--- src/rtl/pidr_pkg.sv ---
// ----------------------------------------------------------------------------
// PID regulator package
// Types, register indexes and fixed widths shared by the regulator modules.
// ----------------------------------------------------------------------------
package pidr_pkg;

	localparam int DATA_W      = 32;
	localparam int CFG_ADDR_W  = 3;
	localparam int CNT_W       = 16;
	localparam int FC_W        = 25;
	localparam int DZ_W        = 31;
	localparam int DERIV_SHIFT = 6;
	localparam int IN_TDATA_W  = 96;
	localparam int OUT_TDATA_W = 72;

	localparam logic signed [DATA_W-1:0] OUT_MAX_RST = 32'sd16777216;
	localparam logic signed [DATA_W-1:0] OUT_MIN_RST = -32'sd16777216;

	// configuration register indexes
	typedef enum logic [CFG_ADDR_W-1:0] {
		REG_GAIN_P      = 3'd0,
		REG_GAIN_I      = 3'd1,
		REG_GAIN_D      = 3'd2,
		REG_GAIN_WINDUP = 3'd3,
		REG_FILTER_COEF = 3'd4,
		REG_DEAD_ZONE   = 3'd5,
		REG_OUT_MAX     = 3'd6,
		REG_OUT_MIN     = 3'd7
	} cfg_idx_t;

	typedef struct packed {
		logic signed [DATA_W-1:0] gain_p;
		logic signed [DATA_W-1:0] gain_i;
		logic signed [DATA_W-1:0] gain_d;
		logic signed [DATA_W-1:0] gain_windup;
		logic [FC_W-1:0]          filter_coef;
		logic [DZ_W-1:0]          dead_zone;
		logic signed [DATA_W-1:0] out_max;
		logic signed [DATA_W-1:0] out_min;
	} cfg_t;

	// sequencer steps of one control request
	typedef enum logic [3:0] {
		ST_IDLE,
		ST_ERR,
		ST_DZ,
		ST_MP,
		ST_SUM,
		ST_CLAMP,
		ST_MF,
		ST_FUPD,
		ST_MD,
		ST_DUPD,
		ST_MI,
		ST_IADD,
		ST_MW,
		ST_WADD,
		ST_ICLP,
		ST_OUT
	} state_t;

endpackage

--- src/rtl/pidr_mul.sv ---
// ----------------------------------------------------------------------------
// PID regulator shared multiplier
// Signed 32x32 fixed-point product, arithmetic shift by the fraction width,
// truncated to 32 bits and registered.
// ----------------------------------------------------------------------------
module pidr_mul #(
	parameter int FRAC_BITS = 24
) (
	input  logic                                    clk,
	input  logic signed [pidr_pkg::DATA_W-1:0]      a,
	input  logic signed [pidr_pkg::DATA_W-1:0]      b,
	output logic signed [pidr_pkg::DATA_W-1:0]      p
);

	logic signed [2*pidr_pkg::DATA_W-1:0] prod;

	assign prod = a * b;

	always_ff @(posedge clk) begin
		p <= prod[FRAC_BITS +: pidr_pkg::DATA_W];
	end

endmodule

--- src/rtl/pidr_cfg.sv ---
// ----------------------------------------------------------------------------
// PID regulator configuration registers
// Write-only register file for gains, filter, dead zone and output limits.
// ----------------------------------------------------------------------------
module pidr_cfg (
	input  logic                                clk,
	input  logic                                arst_n,
	input  logic                                cfg_we,
	input  logic [pidr_pkg::CFG_ADDR_W-1:0]     cfg_addr,
	input  logic [pidr_pkg::DATA_W-1:0]         cfg_data,
	output pidr_pkg::cfg_t                      cfg
);

	pidr_pkg::cfg_t cfg_q;

	always_ff @(posedge clk or negedge arst_n) begin
		if (!arst_n) begin
			cfg_q.gain_p      <= '0;
			cfg_q.gain_i      <= '0;
			cfg_q.gain_d      <= '0;
			cfg_q.gain_windup <= '0;
			cfg_q.filter_coef <= '0;
			cfg_q.dead_zone   <= '0;
			cfg_q.out_max     <= pidr_pkg::OUT_MAX_RST;
			cfg_q.out_min     <= pidr_pkg::OUT_MIN_RST;
		end else if (cfg_we) begin
			case (pidr_pkg::cfg_idx_t'(cfg_addr))
				pidr_pkg::REG_GAIN_P:      cfg_q.gain_p      <= cfg_data;
				pidr_pkg::REG_GAIN_I:      cfg_q.gain_i      <= cfg_data;
				pidr_pkg::REG_GAIN_D:      cfg_q.gain_d      <= cfg_data;
				pidr_pkg::REG_GAIN_WINDUP: cfg_q.gain_windup <= cfg_data;
				pidr_pkg::REG_FILTER_COEF: cfg_q.filter_coef <= cfg_data[pidr_pkg::FC_W-1:0];
				pidr_pkg::REG_DEAD_ZONE:   cfg_q.dead_zone   <= cfg_data[pidr_pkg::DZ_W-1:0];
				pidr_pkg::REG_OUT_MAX:     cfg_q.out_max     <= cfg_data;
				pidr_pkg::REG_OUT_MIN:     cfg_q.out_min     <= cfg_data;
				default: ;
			endcase
		end
	end

	assign cfg = cfg_q;

endmodule

--- src/rtl/pid_regulator_deadzone_antiwindup.sv ---
// ----------------------------------------------------------------------------
// PID regulator with dead zone and anti-windup
// Fixed-point PID step built around one shared multiplier and a sequencer.
// ----------------------------------------------------------------------------
// A control request (tuser = 0) runs through the steps ST_ERR to ST_OUT
// before the block is ready again; steps that refresh the derivative term
// (every DERIV_DIVIDE steps) add ST_MD and ST_DUPD. The result is loaded
// into the output register in ST_OUT. A restart request (tuser = 1) is
// taken in the idle state and gives no result. The single 32x32 multiplier
// forms the P, filter, D, integral and anti-windup products one after
// another, each followed by the step that uses it. The output register frees
// the input side, so a new request is taken while a result still waits;
// the finishing step of that request holds until the output register is
// free. All arithmetic is Q(FRAC_BITS) two's complement, wrapping at 32 bits.
// Configuration must be written only while idle; the block does not check it.
// ----------------------------------------------------------------------------
module pid_regulator_deadzone_antiwindup #(
	parameter int DERIV_DIVIDE = 1,
	parameter int FRAC_BITS    = 24
) (
	input  logic                                  clk,
	input  logic                                  arst_n,
	// configuration write port
	input  logic                                  cfg_we,
	input  logic [pidr_pkg::CFG_ADDR_W-1:0]       cfg_addr,
	input  logic [pidr_pkg::DATA_W-1:0]           cfg_data,
	// request stream
	input  logic                                  s_tvalid,
	output logic                                  s_tready,
	// [31:0] reference, [63:32] feedback, [95:64] sat_error_extra
	input  logic [pidr_pkg::IN_TDATA_W-1:0]       s_tdata,
	// [0] action (0 control step, 1 restart)
	input  logic                                  s_tuser,
	// result stream
	output logic                                  m_tvalid,
	input  logic                                  m_tready,
	// [31:0] drive, [63:32] error, [64] saturated, [71:65] zero
	output logic [pidr_pkg::OUT_TDATA_W-1:0]      m_tdata
);

	localparam int W = pidr_pkg::DATA_W;

	pidr_pkg::cfg_t   cfg;
	pidr_pkg::state_t state_q, state_d;

	// request latches
	logic signed [W-1:0] ref_q, fb_q, extra_q;
	// working registers of one step
	logic signed [W-1:0] e_q, edz_q, up_q, sum_q, drive_q, saterr_q, acc_q;
	logic                sat_q;
	// regulator state
	logic signed [W-1:0] integ_q, deriv_q, filt_q, prev_q;
	logic [pidr_pkg::CNT_W-1:0] cnt_q;
	logic                seed_q;
	// output register
	logic                out_valid_q;
	logic [pidr_pkg::OUT_TDATA_W-1:0] out_data_q;

	// shared multiplier
	logic signed [W-1:0] mul_a, mul_b, mul_p;

	logic accept;
	logic out_free;
	logic refresh;
	logic signed [W:0]   dz_t;
	logic signed [W-1:0] dz_res;
	logic signed [W-1:0] diff;

	pidr_cfg u_cfg (
		.clk      (clk),
		.arst_n   (arst_n),
		.cfg_we   (cfg_we),
		.cfg_addr (cfg_addr),
		.cfg_data (cfg_data),
		.cfg      (cfg)
	);

	pidr_mul #(
		.FRAC_BITS (FRAC_BITS)
	) u_mul (
		.clk (clk),
		.a   (mul_a),
		.b   (mul_b),
		.p   (mul_p)
	);

	assign s_tready = (state_q == pidr_pkg::ST_IDLE);
	assign accept   = s_tvalid && s_tready;
	assign out_free = !out_valid_q || m_tready;
	assign m_tvalid = out_valid_q;
	assign m_tdata  = out_data_q;

	// derivative refresh due on this step
	assign refresh = ({1'b0, cnt_q} + 17'd1) >= 17'(DERIV_DIVIDE);

	// dead zone: pull toward zero, never across it
	always_comb begin
		dz_t   = '0;
		dz_res = e_q;
		if (cfg.dead_zone != '0) begin
			if (e_q > 0) begin
				dz_t   = {e_q[W-1], e_q} - {2'b00, cfg.dead_zone};
				dz_res = dz_t[W] ? '0 : dz_t[W-1:0];
			end else if (e_q < 0) begin
				dz_t   = {e_q[W-1], e_q} + {2'b00, cfg.dead_zone};
				dz_res = (dz_t > 0) ? '0 : dz_t[W-1:0];
			end
		end
	end

	assign diff = filt_q - prev_q;

	// multiplier operand select
	always_comb begin
		mul_a = '0;
		mul_b = '0;
		case (state_q)
			pidr_pkg::ST_MP: begin
				mul_a = cfg.gain_p;
				mul_b = edz_q;
			end
			pidr_pkg::ST_MF: begin
				mul_a = {{(W-pidr_pkg::FC_W){1'b0}}, cfg.filter_coef};
				mul_b = e_q - filt_q;
			end
			pidr_pkg::ST_MD: begin
				mul_a = cfg.gain_d;
				mul_b = {diff[W-1-pidr_pkg::DERIV_SHIFT:0], {pidr_pkg::DERIV_SHIFT{1'b0}}};
			end
			pidr_pkg::ST_MI: begin
				mul_a = cfg.gain_i;
				mul_b = up_q;
			end
			pidr_pkg::ST_MW: begin
				mul_a = cfg.gain_windup;
				mul_b = saterr_q;
			end
			default: ;
		endcase
	end

	// next state
	always_comb begin
		state_d = state_q;
		case (state_q)
			pidr_pkg::ST_IDLE:  if (accept && !s_tuser) state_d = pidr_pkg::ST_ERR;
			pidr_pkg::ST_ERR:   state_d = pidr_pkg::ST_DZ;
			pidr_pkg::ST_DZ:    state_d = pidr_pkg::ST_MP;
			pidr_pkg::ST_MP:    state_d = pidr_pkg::ST_SUM;
			pidr_pkg::ST_SUM:   state_d = pidr_pkg::ST_CLAMP;
			pidr_pkg::ST_CLAMP: state_d = pidr_pkg::ST_MF;
			pidr_pkg::ST_MF:    state_d = pidr_pkg::ST_FUPD;
			pidr_pkg::ST_FUPD:  state_d = refresh ? pidr_pkg::ST_MD : pidr_pkg::ST_MI;
			pidr_pkg::ST_MD:    state_d = pidr_pkg::ST_DUPD;
			pidr_pkg::ST_DUPD:  state_d = pidr_pkg::ST_MI;
			pidr_pkg::ST_MI:    state_d = pidr_pkg::ST_IADD;
			pidr_pkg::ST_IADD:  state_d = pidr_pkg::ST_MW;
			pidr_pkg::ST_MW:    state_d = pidr_pkg::ST_WADD;
			pidr_pkg::ST_WADD:  state_d = pidr_pkg::ST_ICLP;
			pidr_pkg::ST_ICLP:  state_d = pidr_pkg::ST_OUT;
			pidr_pkg::ST_OUT:   if (out_free) state_d = pidr_pkg::ST_IDLE;
			default:            state_d = pidr_pkg::ST_IDLE;
		endcase
	end

	always_ff @(posedge clk or negedge arst_n) begin
		if (!arst_n) begin
			state_q <= pidr_pkg::ST_IDLE;
		end else begin
			state_q <= state_d;
		end
	end

	// per-step working registers
	always_ff @(posedge clk) begin
		case (state_q)
			pidr_pkg::ST_IDLE: begin
				ref_q   <= s_tdata[W-1:0];
				fb_q    <= s_tdata[2*W-1:W];
				extra_q <= s_tdata[3*W-1:2*W];
			end
			pidr_pkg::ST_ERR:  e_q   <= ref_q - fb_q;
			pidr_pkg::ST_DZ:   edz_q <= dz_res;
			pidr_pkg::ST_SUM: begin
				up_q  <= mul_p;
				sum_q <= mul_p + integ_q + deriv_q;
			end
			pidr_pkg::ST_CLAMP: begin
				// upper limit wins when the limits are inverted
				if (sum_q > cfg.out_max) begin
					drive_q  <= cfg.out_max;
					sat_q    <= 1'b1;
					saterr_q <= cfg.out_max - sum_q + extra_q;
				end else if (sum_q < cfg.out_min) begin
					drive_q  <= cfg.out_min;
					sat_q    <= 1'b1;
					saterr_q <= cfg.out_min - sum_q + extra_q;
				end else begin
					drive_q  <= sum_q;
					sat_q    <= 1'b0;
					saterr_q <= extra_q;
				end
			end
			pidr_pkg::ST_IADD: acc_q <= integ_q + mul_p;
			default: ;
		endcase
	end

	// regulator state and output register
	always_ff @(posedge clk or negedge arst_n) begin
		if (!arst_n) begin
			integ_q     <= '0;
			deriv_q     <= '0;
			filt_q      <= '0;
			prev_q      <= '0;
			cnt_q       <= '0;
			seed_q      <= 1'b1;
			out_valid_q <= 1'b0;
			out_data_q  <= '0;
		end else begin
			// drop a taken result unless the finishing step reloads it
			if (out_valid_q && m_tready && state_q != pidr_pkg::ST_OUT) begin
				out_valid_q <= 1'b0;
			end
			case (state_q)
				pidr_pkg::ST_IDLE: begin
					// restart: drop the integrator and arm derivative seeding
					if (accept && s_tuser) begin
						integ_q <= '0;
						seed_q  <= 1'b1;
					end
				end
				pidr_pkg::ST_FUPD: begin
					if (refresh && seed_q) begin
						filt_q <= e_q;
						prev_q <= e_q;
						seed_q <= 1'b0;
					end else if (cfg.filter_coef == '0) begin
						filt_q <= e_q;
					end else begin
						filt_q <= filt_q + mul_p;
					end
					if (!refresh) begin
						cnt_q <= cnt_q + 1'b1;
					end
				end
				pidr_pkg::ST_DUPD: begin
					deriv_q <= mul_p;
					prev_q  <= filt_q;
					cnt_q   <= '0;
				end
				pidr_pkg::ST_WADD: begin
					integ_q <= (cfg.gain_i != '0) ? (acc_q + mul_p) : '0;
				end
				pidr_pkg::ST_ICLP: begin
					// clamp only when no anti-windup gain is set
					if (cfg.gain_windup == '0) begin
						if (integ_q > cfg.out_max) begin
							integ_q <= cfg.out_max;
						end else if (integ_q < cfg.out_min) begin
							integ_q <= cfg.out_min;
						end
					end
				end
				pidr_pkg::ST_OUT: begin
					if (out_free) begin
						out_valid_q <= 1'b1;
						out_data_q  <= {{(pidr_pkg::OUT_TDATA_W-2*W-1){1'b0}},
							sat_q, e_q, drive_q};
					end
				end
				default: ;
			endcase
		end
	end

	// a result appears only from the finishing step of a control request
	a_out_from_seq: assert property (@(posedge clk) disable iff (!arst_n)
		$rose(out_valid_q) |-> $past(state_q) == pidr_pkg::ST_OUT)
		else $error("result raised outside the finishing step");

	// a restart clears the integrator and arms seeding at the next edge
	a_restart: assert property (@(posedge clk) disable iff (!arst_n)
		(accept && s_tuser) |=> (integ_q == '0 && seed_q))
		else $error("restart did not clear the integrator");

	// seeding is consumed only by a derivative refresh
	a_seed_use: assert property (@(posedge clk) disable iff (!arst_n)
		$fell(seed_q) |-> $past(state_q) == pidr_pkg::ST_FUPD)
		else $error("seed flag dropped outside the filter update");

	// the decimation count stays below its divide ratio
	a_cnt_range: assert property (@(posedge clk) disable iff (!arst_n)
		{1'b0, cnt_q} < 17'(DERIV_DIVIDE))
		else $error("derivative divide count out of range");

endmodule
--- config.mk ---
export PLATFORM = sky130hd
export DESIGN_NAME = pid_regulator_deadzone_antiwindup
export DESIGN_NICKNAME = d
export VERILOG_FILES = /design/src/rtl/pidr_pkg.sv /design/src/rtl/pidr_mul.sv /design/src/rtl/pidr_cfg.sv /design/src/rtl/pid_regulator_deadzone_antiwindup.sv
export SDC_FILE = /design/constraint.sdc
export NUM_CORES = 2
export LEC_CHECK = 0
export BUFFER_PORTS_ARGS = -buffer_cell sky130_fd_sc_hd__buf_4
export CAP_MARGIN = 0
export CORE_UTILIZATION = 40
export CTS_CLUSTER_DIAMETER = 200
export DETAILED_ROUTE_END_ITERATION = 6
export PLACE_DENSITY_LB_ADDON = 0.08
export RECOVER_POWER = 25
export SLEW_MARGIN = 15
export SYNTH_ARGS = -nofsm -noshare
export SYNTH_HDL_FRONTEND = slang
export SYNTH_HIERARCHICAL = 1
export SYNTH_SLANG_ARGS = --single-unit
--- constraint.sdc ---
create_clock -name clk -period 26.3 [get_ports clk]
set_clock_uncertainty 0.15 [all_clocks]
set_input_delay 1.315 -clock clk [delete_from_list [all_inputs] [get_ports clk]]
set_output_delay 1.315 -clock clk [all_outputs]
set_load 0.02 [all_outputs]
; After elaboration in Yosys (flattened, before gate mapping)
; Index checks and enable logic that the tools add are counted.
[word_totals]
register_bits = 810
elab_cells = 149
[classes]
eq_ne = 30
n_reduce_logical = 32
magnitude_cmp = 8
add_sub_neg = 15
mul = 1
muxes = 34
[ops]
columns = cell, count
row1 = two-way mux 32 bit, 16
row2 = one-hot mux 32 bit (5 select lines), 2
row3 = adder 32 bit, 6
row4 = subtractor 32 bit, 4
row5 = one-hot mux 32 bit (3 select lines), 1
row6 = > comparator 32 bit, 2
row7 = less-than comparator 32 bit, 2
row8 = one-hot mux 4 bit (16 select lines), 1
row9 = multiplier 32 x 32 -> 56 bit, 1
row10 = one-hot mux 26 bit (2 select lines), 1
row11 = adder 32 x 32 -> 33 bit, 1
row12 = > comparator 33 x 1 -> 1 bit (second input constant), 1
row13 = subtractor 32 x 32 -> 33 bit, 1
row14 = equality test 4 bit (second input constant), 8
row15 = > comparator 32 x 1 -> 1 bit (second input constant), 1
row16 = zero test 32 bit, 1
row17 = less-than comparator 32 x 1 -> 1 bit (second input constant), 1
row18 = one-hot mux 16 bit (2 select lines), 1
row19 = nonzero test 32 bit, 1
row20 = nonzero test 31 bit, 1
row21 = two-way mux 26 bit, 1
row22 = subtractor 26 bit, 1
row23 = zero test 25 bit, 1
row24 = AND reduction 2 bit, 12
row25 = 27 further kinds, 52

; Depth between registers and ports, before layout
[logic_depth]
depth_word = 6
mapped_depth = 44
ltp_nobuf = 41

; By module
; The synthesis kept the hierarchy.
[modules_own_cells]
columns = module, cells_each, area_per_inst_um2, seq_area_each_um2, instances
row1 = pid_regulator_deadzone_antiwindup, 4790, 44211.2, 14870.5, 1
row2 = pidr_mul, 3594, 33470.9, 640.6, 1
row3 = pidr_cfg, 534, 9334.0, 6217.2, 1

; Worst setup path after synthesis
; No wires, ideal clock.
[synth_path]
path_kind = register to register
from = register filt_q[1]
to = register u_mul/p[30] (netlist name)
path_stages_with_launch = 37
t_arrival_ns = 9.719
t_required_ns = 26.055
path_buffers = 2
path_slack_ns = 16.335
setup_time_ns = 0.095
cell_sequence = dfrtp_1 > ha_1 > nor2b_1 > o31a_1 > o211a_1 > a311oi_1 > o21ai_0 > a21oi_1 > nor2b_1 > a221oi_1 > o31a_1 > o21ai_0 > xnor2_1 > o221ai_1 > inv_1 > clkbuf_1 > clkbuf_1 > fa_1 > fa_1 > fa_1 > fa_1 > inv_1 > fa_1 > inv_1 > fa_1 > fa_1 > fa_1 > inv_1 > ha_1 > a21oi_1 > o211ai_1 > a21bo_1 > o31a_1 > nor3_2 > a21oi_2 > a211o_1 > o311ai_1
[synth_via]
elab_chain_len = 3
[synth_rtl]
columns = item, line
row1 = from (decl), pid_regulator_deadzone_antiwindup.sv:52  ; logic signed [W-1:0] integ_q, deriv_q, filt_q, prev_q;
row2 = from (signal assigned), pid_regulator_deadzone_antiwindup.sv:235  ; filt_q <= e_q;
row3 = from (signal assigned), pid_regulator_deadzone_antiwindup.sv:239  ; filt_q <= e_q;
row4 = from (signal assigned), pid_regulator_deadzone_antiwindup.sv:241  ; filt_q <= filt_q + mul_p;
row5 = subtractor 32 bit / subtractor 26 bit (equally long branches), "pid_regulator_deadzone_antiwindup.sv:124, pid_regulator_deadzone_antiwindup.sv:111"
row6 = one-hot mux 32 bit (5 select lines) (*), pid_regulator_deadzone_antiwindup.sv:117  ; case (state_q)
row7 = via mul_b[31], pid_regulator_deadzone_antiwindup.sv:60  ; logic signed [W-1:0] mul_a, mul_b, mul_p;
row8 = multiplier 32 x 32 -> 56 bit (*), pidr_mul.sv:17  ; assign prod = a * b;
row9 = via u_mul.prod (one bit), pidr_mul.sv:15  ; logic signed [2*pidr_pkg::DATA_W-1:0] prod;
row10 = to (signal assigned), pidr_mul.sv:20  ; p <= prod[FRAC_BITS +: pidr_pkg::DATA_W];
row11 = to (decl), pidr_mul.sv:12  ; output logic signed [pidr_pkg::DATA_W-1:0] p
; Mark *: on every way through the listed nets, which the timed path passes. The rest lies on a longest branch.
; A chain may end at the register's enable or synchronous reset.

; Final worst setup path
[layout_path]
from = register filt_q[1]
to = register u_mul/p[22] (netlist name)
; The elaborated chain is that of the path after synthesis.

==> results_dict.tcl <==
set metrics [dict create \
    status "finished with violations" \
    violations "design-rule violations, max-capacitance violations, max-slew violations" \
    period_share_pct 44.53 \
    drive_gt1_share_pct 10.45 \
    setup-tns-final_ps 0 \
    grt_usage_pct 27.35 \
    numCtsBuffers 96 \
    cp-start-kind "flop" \
    cts_setup_buffers 0 \
    num-nets-final 10825 \
    ys_ff_latch 810 \
    hold_class "reg -> reg" \
    slowest_stage "o221ai_1" \
    fin_hold_ws_ps 325.3 \
    cpMostUsedCell "fa_1" \
    cts_max_path_buffers 3 \
    hold_buffers 0 \
    clock_latency_ps 760 \
    final_cell_mix "inv_1, fa_1, nand2_1" \
    stdcell_area_sq_um 95140 \
    vias 65676 \
    avgViaCountPerCell 5.506 \
    dpl.hpwl_um 230800 \
    cp.arrival_ps 12130 \
    critPathCaptureType "flop" \
    synth.avg_cell_area_sq_um 9.757 \
    cts_tree "built" \
    cts-root-buf "clkbuf_16" \
    clk_pin_slew_ps 60 \
    rows 170 \
    relSlewSlack_pct -283.2 \
    syn_area_sq_um 87020 \
    synth-async-reset-ratio_pct 56.42 \
    grt_max_degree 131 \
    rsz0062_at_grt "false" \
    grt_pass1_wl_um 445200 \
    wl_um 297800 \
    port_buffers 203 \
    ys_seq_area_share_pct 24.97 \
    htree_levels 3 \
    cts_resized 0 \
    min_period_ps 11710 \
    ant_nets 0 \
    drv_slew 287 \
    fillers 20961 \
    drt-initial-drc-count 5625 \
    worstPathRequired_ps 26720 \
    post_drt_wl_per_cell_um 24.97 \
    syn_inst 8918 \
    maxCapViolCount 7 \
    die_h_um 468.4 \
    synth_cell_types 120 \
    slowest_delay_ps 770 \
    clock-sinks 810 \
    die_w_um 468.4 \
    synth_warnings 6 \
    first_pass_iters 7 \
    core_sq_um 215500 \
    drc 2 \
    die_area_sq_um 219400 \
    path_class "reg -> reg" \
    path_max_fanout 20 \
    grt_pass1_vias 66875 \
    postPlaceCellArea_sq_um 92010 \
    worstMarginPinSlew_ps 5748 \
    clock.fmax_ghz 0.08540 \
    overflow 0 \
    synth_ff_type "dfrtp_1" \
    start_util_pct 40.38 \
    synthToLayoutAreaGrowth_pct 9.335 \
    finalHoldViolations 0 \
    utilization_pct 44.15 \
    place_congestion 0.9277 \
    final_common_cell "inv_1" \
    synth_edf_count 321 \
    setup_violations 0 \
    num_io_pins 211 \
    antenna_found_initial 26 \
]
==> metal layers <==
metal / vias up / global-route usage [%] / share of wire [%]
li1: 29794 / - / -
met1: 33737 / 38.10 / 45
met2: 1801 / 44.62 / 47
met3: 332 / 3.287 / 5.5
met4: 12 / 7.889 / 3.0
met5: - / 0 / 0.024
==> final timing paths <==
check	from	endpoint	slack [ps]	cells after the start
max	filt_q[1]	u_mul/p[22]	14590	34
min	drive_q[7]	m_tdata[7]	330	1
max reg2reg	filt_q[1]	u_mul/p[22]	14590	34
min reg2reg	drive_q[7]	m_tdata[7]	330	1
max in group asynchronous	arst_n	u_cfg/cfg[197]	19280	3
min in group asynchronous	arst_n	m_tdata[64]	2510	1
==> cell families (layout without fill, tap and decap cells) <==
group,count (synthesis),count (layout),synth area share [%]
flip-flops,810,810,24.97
buffers and inverters,1736,1895,7.723
adder cells (fa/ha/maj),1689,1689,33.37
other,1,15,0.004310
AO/OA/AOI/OAI,1609,1609,12.20
XOR/XNOR,318,318,3.201
multiplexers,437,437,5.529
AND/OR/NAND/NOR,2318,2318,13.00
==> state kept, by name, indices dropped and copies added (netlist names), 4 cells and up <==
| signal | cells |
|---|---|
| fb_q | 32 |
| drive_q | 32 |
| e_q | 32 |
| extra_q | 32 |
| prev_q | 26 |
| m_tdata | 65 |
| up_q | 32 |
| state_q | 4 |
| integ_q | 32 |
| deriv_q | 32 |
| edz_q | 32 |
| filt_q | 32 |
| u_cfg/cfg | 248 |
| ref_q | 32 |
| sum_q | 32 |
| u_mul/p | 32 |
| cnt_q | 16 |
| saterr_q | 32 |
| acc_q | 32 |
==> stage by stage <==
| step | std cells | setup slack, ps |
|---|---|---|
| after global placement | 11739 | 14950 |
| final | 11929 | 14590 |
| after floorplan | 8924 | 16340 |
| after global routing | 11922 | 13920 |
| after CTS | 11921 | 14620 |
| after detailed placement | 11739 | 14740 |
==> cells in the mapped netlist, drive strengths merged, types with 15 or more instances <==
library cell | instances | area [sq um]
and3 | 35 | 220.2
or3 | 22 | 137.6
nor4 | 58 | 384.1
nor2b | 62 | 397.9
a21oi | 501 | 2530
nand2b | 76 | 478.0
o21ai | 312 | 1577
dfxtp | 32 | 640.6
a22oi | 64 | 480.5
xnor2 | 227 | 1988
nor2 | 407 | 1533
a31oi | 46 | 317.8
inv | 1349 | 5064
a221oi | 15 | 131.4
edfxtp | 321 | 9639
nor3 | 103 | 525.5
fa | 1053 | 21080
a211oi | 45 | 347.8
o221ai | 37 | 324.1
ha | 636 | 7958
xor2 | 91 | 797.0
mux2i | 88 | 880.8
o31ai | 24 | 190.2
nand4 | 71 | 444.2
a222oi | 31 | 310.3
a21boi | 15 | 112.6
nand3 | 93 | 465.5
a21o | 173 | 1299
or2 | 16 | 102.6
and2 | 469 | 2935
o211ai | 33 | 252.7
buf | 70 | 462.9
dfrtp | 447 | 11190
o21a | 78 | 585.6
a22o | 16 | 140.1
nand2 | 849 | 3187
mux2 | 349 | 3930
clkbuf | 317 | 1194
o21bai | 55 | 412.9
==> area by class of cell <==
class	count	area, sq um	share of cell area [%]
diodes	8	20.02	0.02104
clock buffers	131	2684	2.821
clock inverters	51	599.3	0.6299
inverters	1349	5064	5.322
multi-input cells	6378	58890	61.90
flip-flops and latches	810	21730	22.84
well taps	2838	3551	3.732
repair buffers	364	2603	2.735
==> worst max-delay path: cells and delay by family (launching register included) <==
family / cells / cell delay, ps
AND/OR/NAND/NOR: 4 / 690
adder cells (fa/ha/maj): 10 / 4790
flip-flops: 1 / 470
AO/OA/AOI/OAI: 14 / 4740
buffers and inverters: 5 / 530
XOR/XNOR: 1 / 150
Power is not shown: default switching activity piles up to over one toggle a cycle in this logic, so the estimate is an artifact.
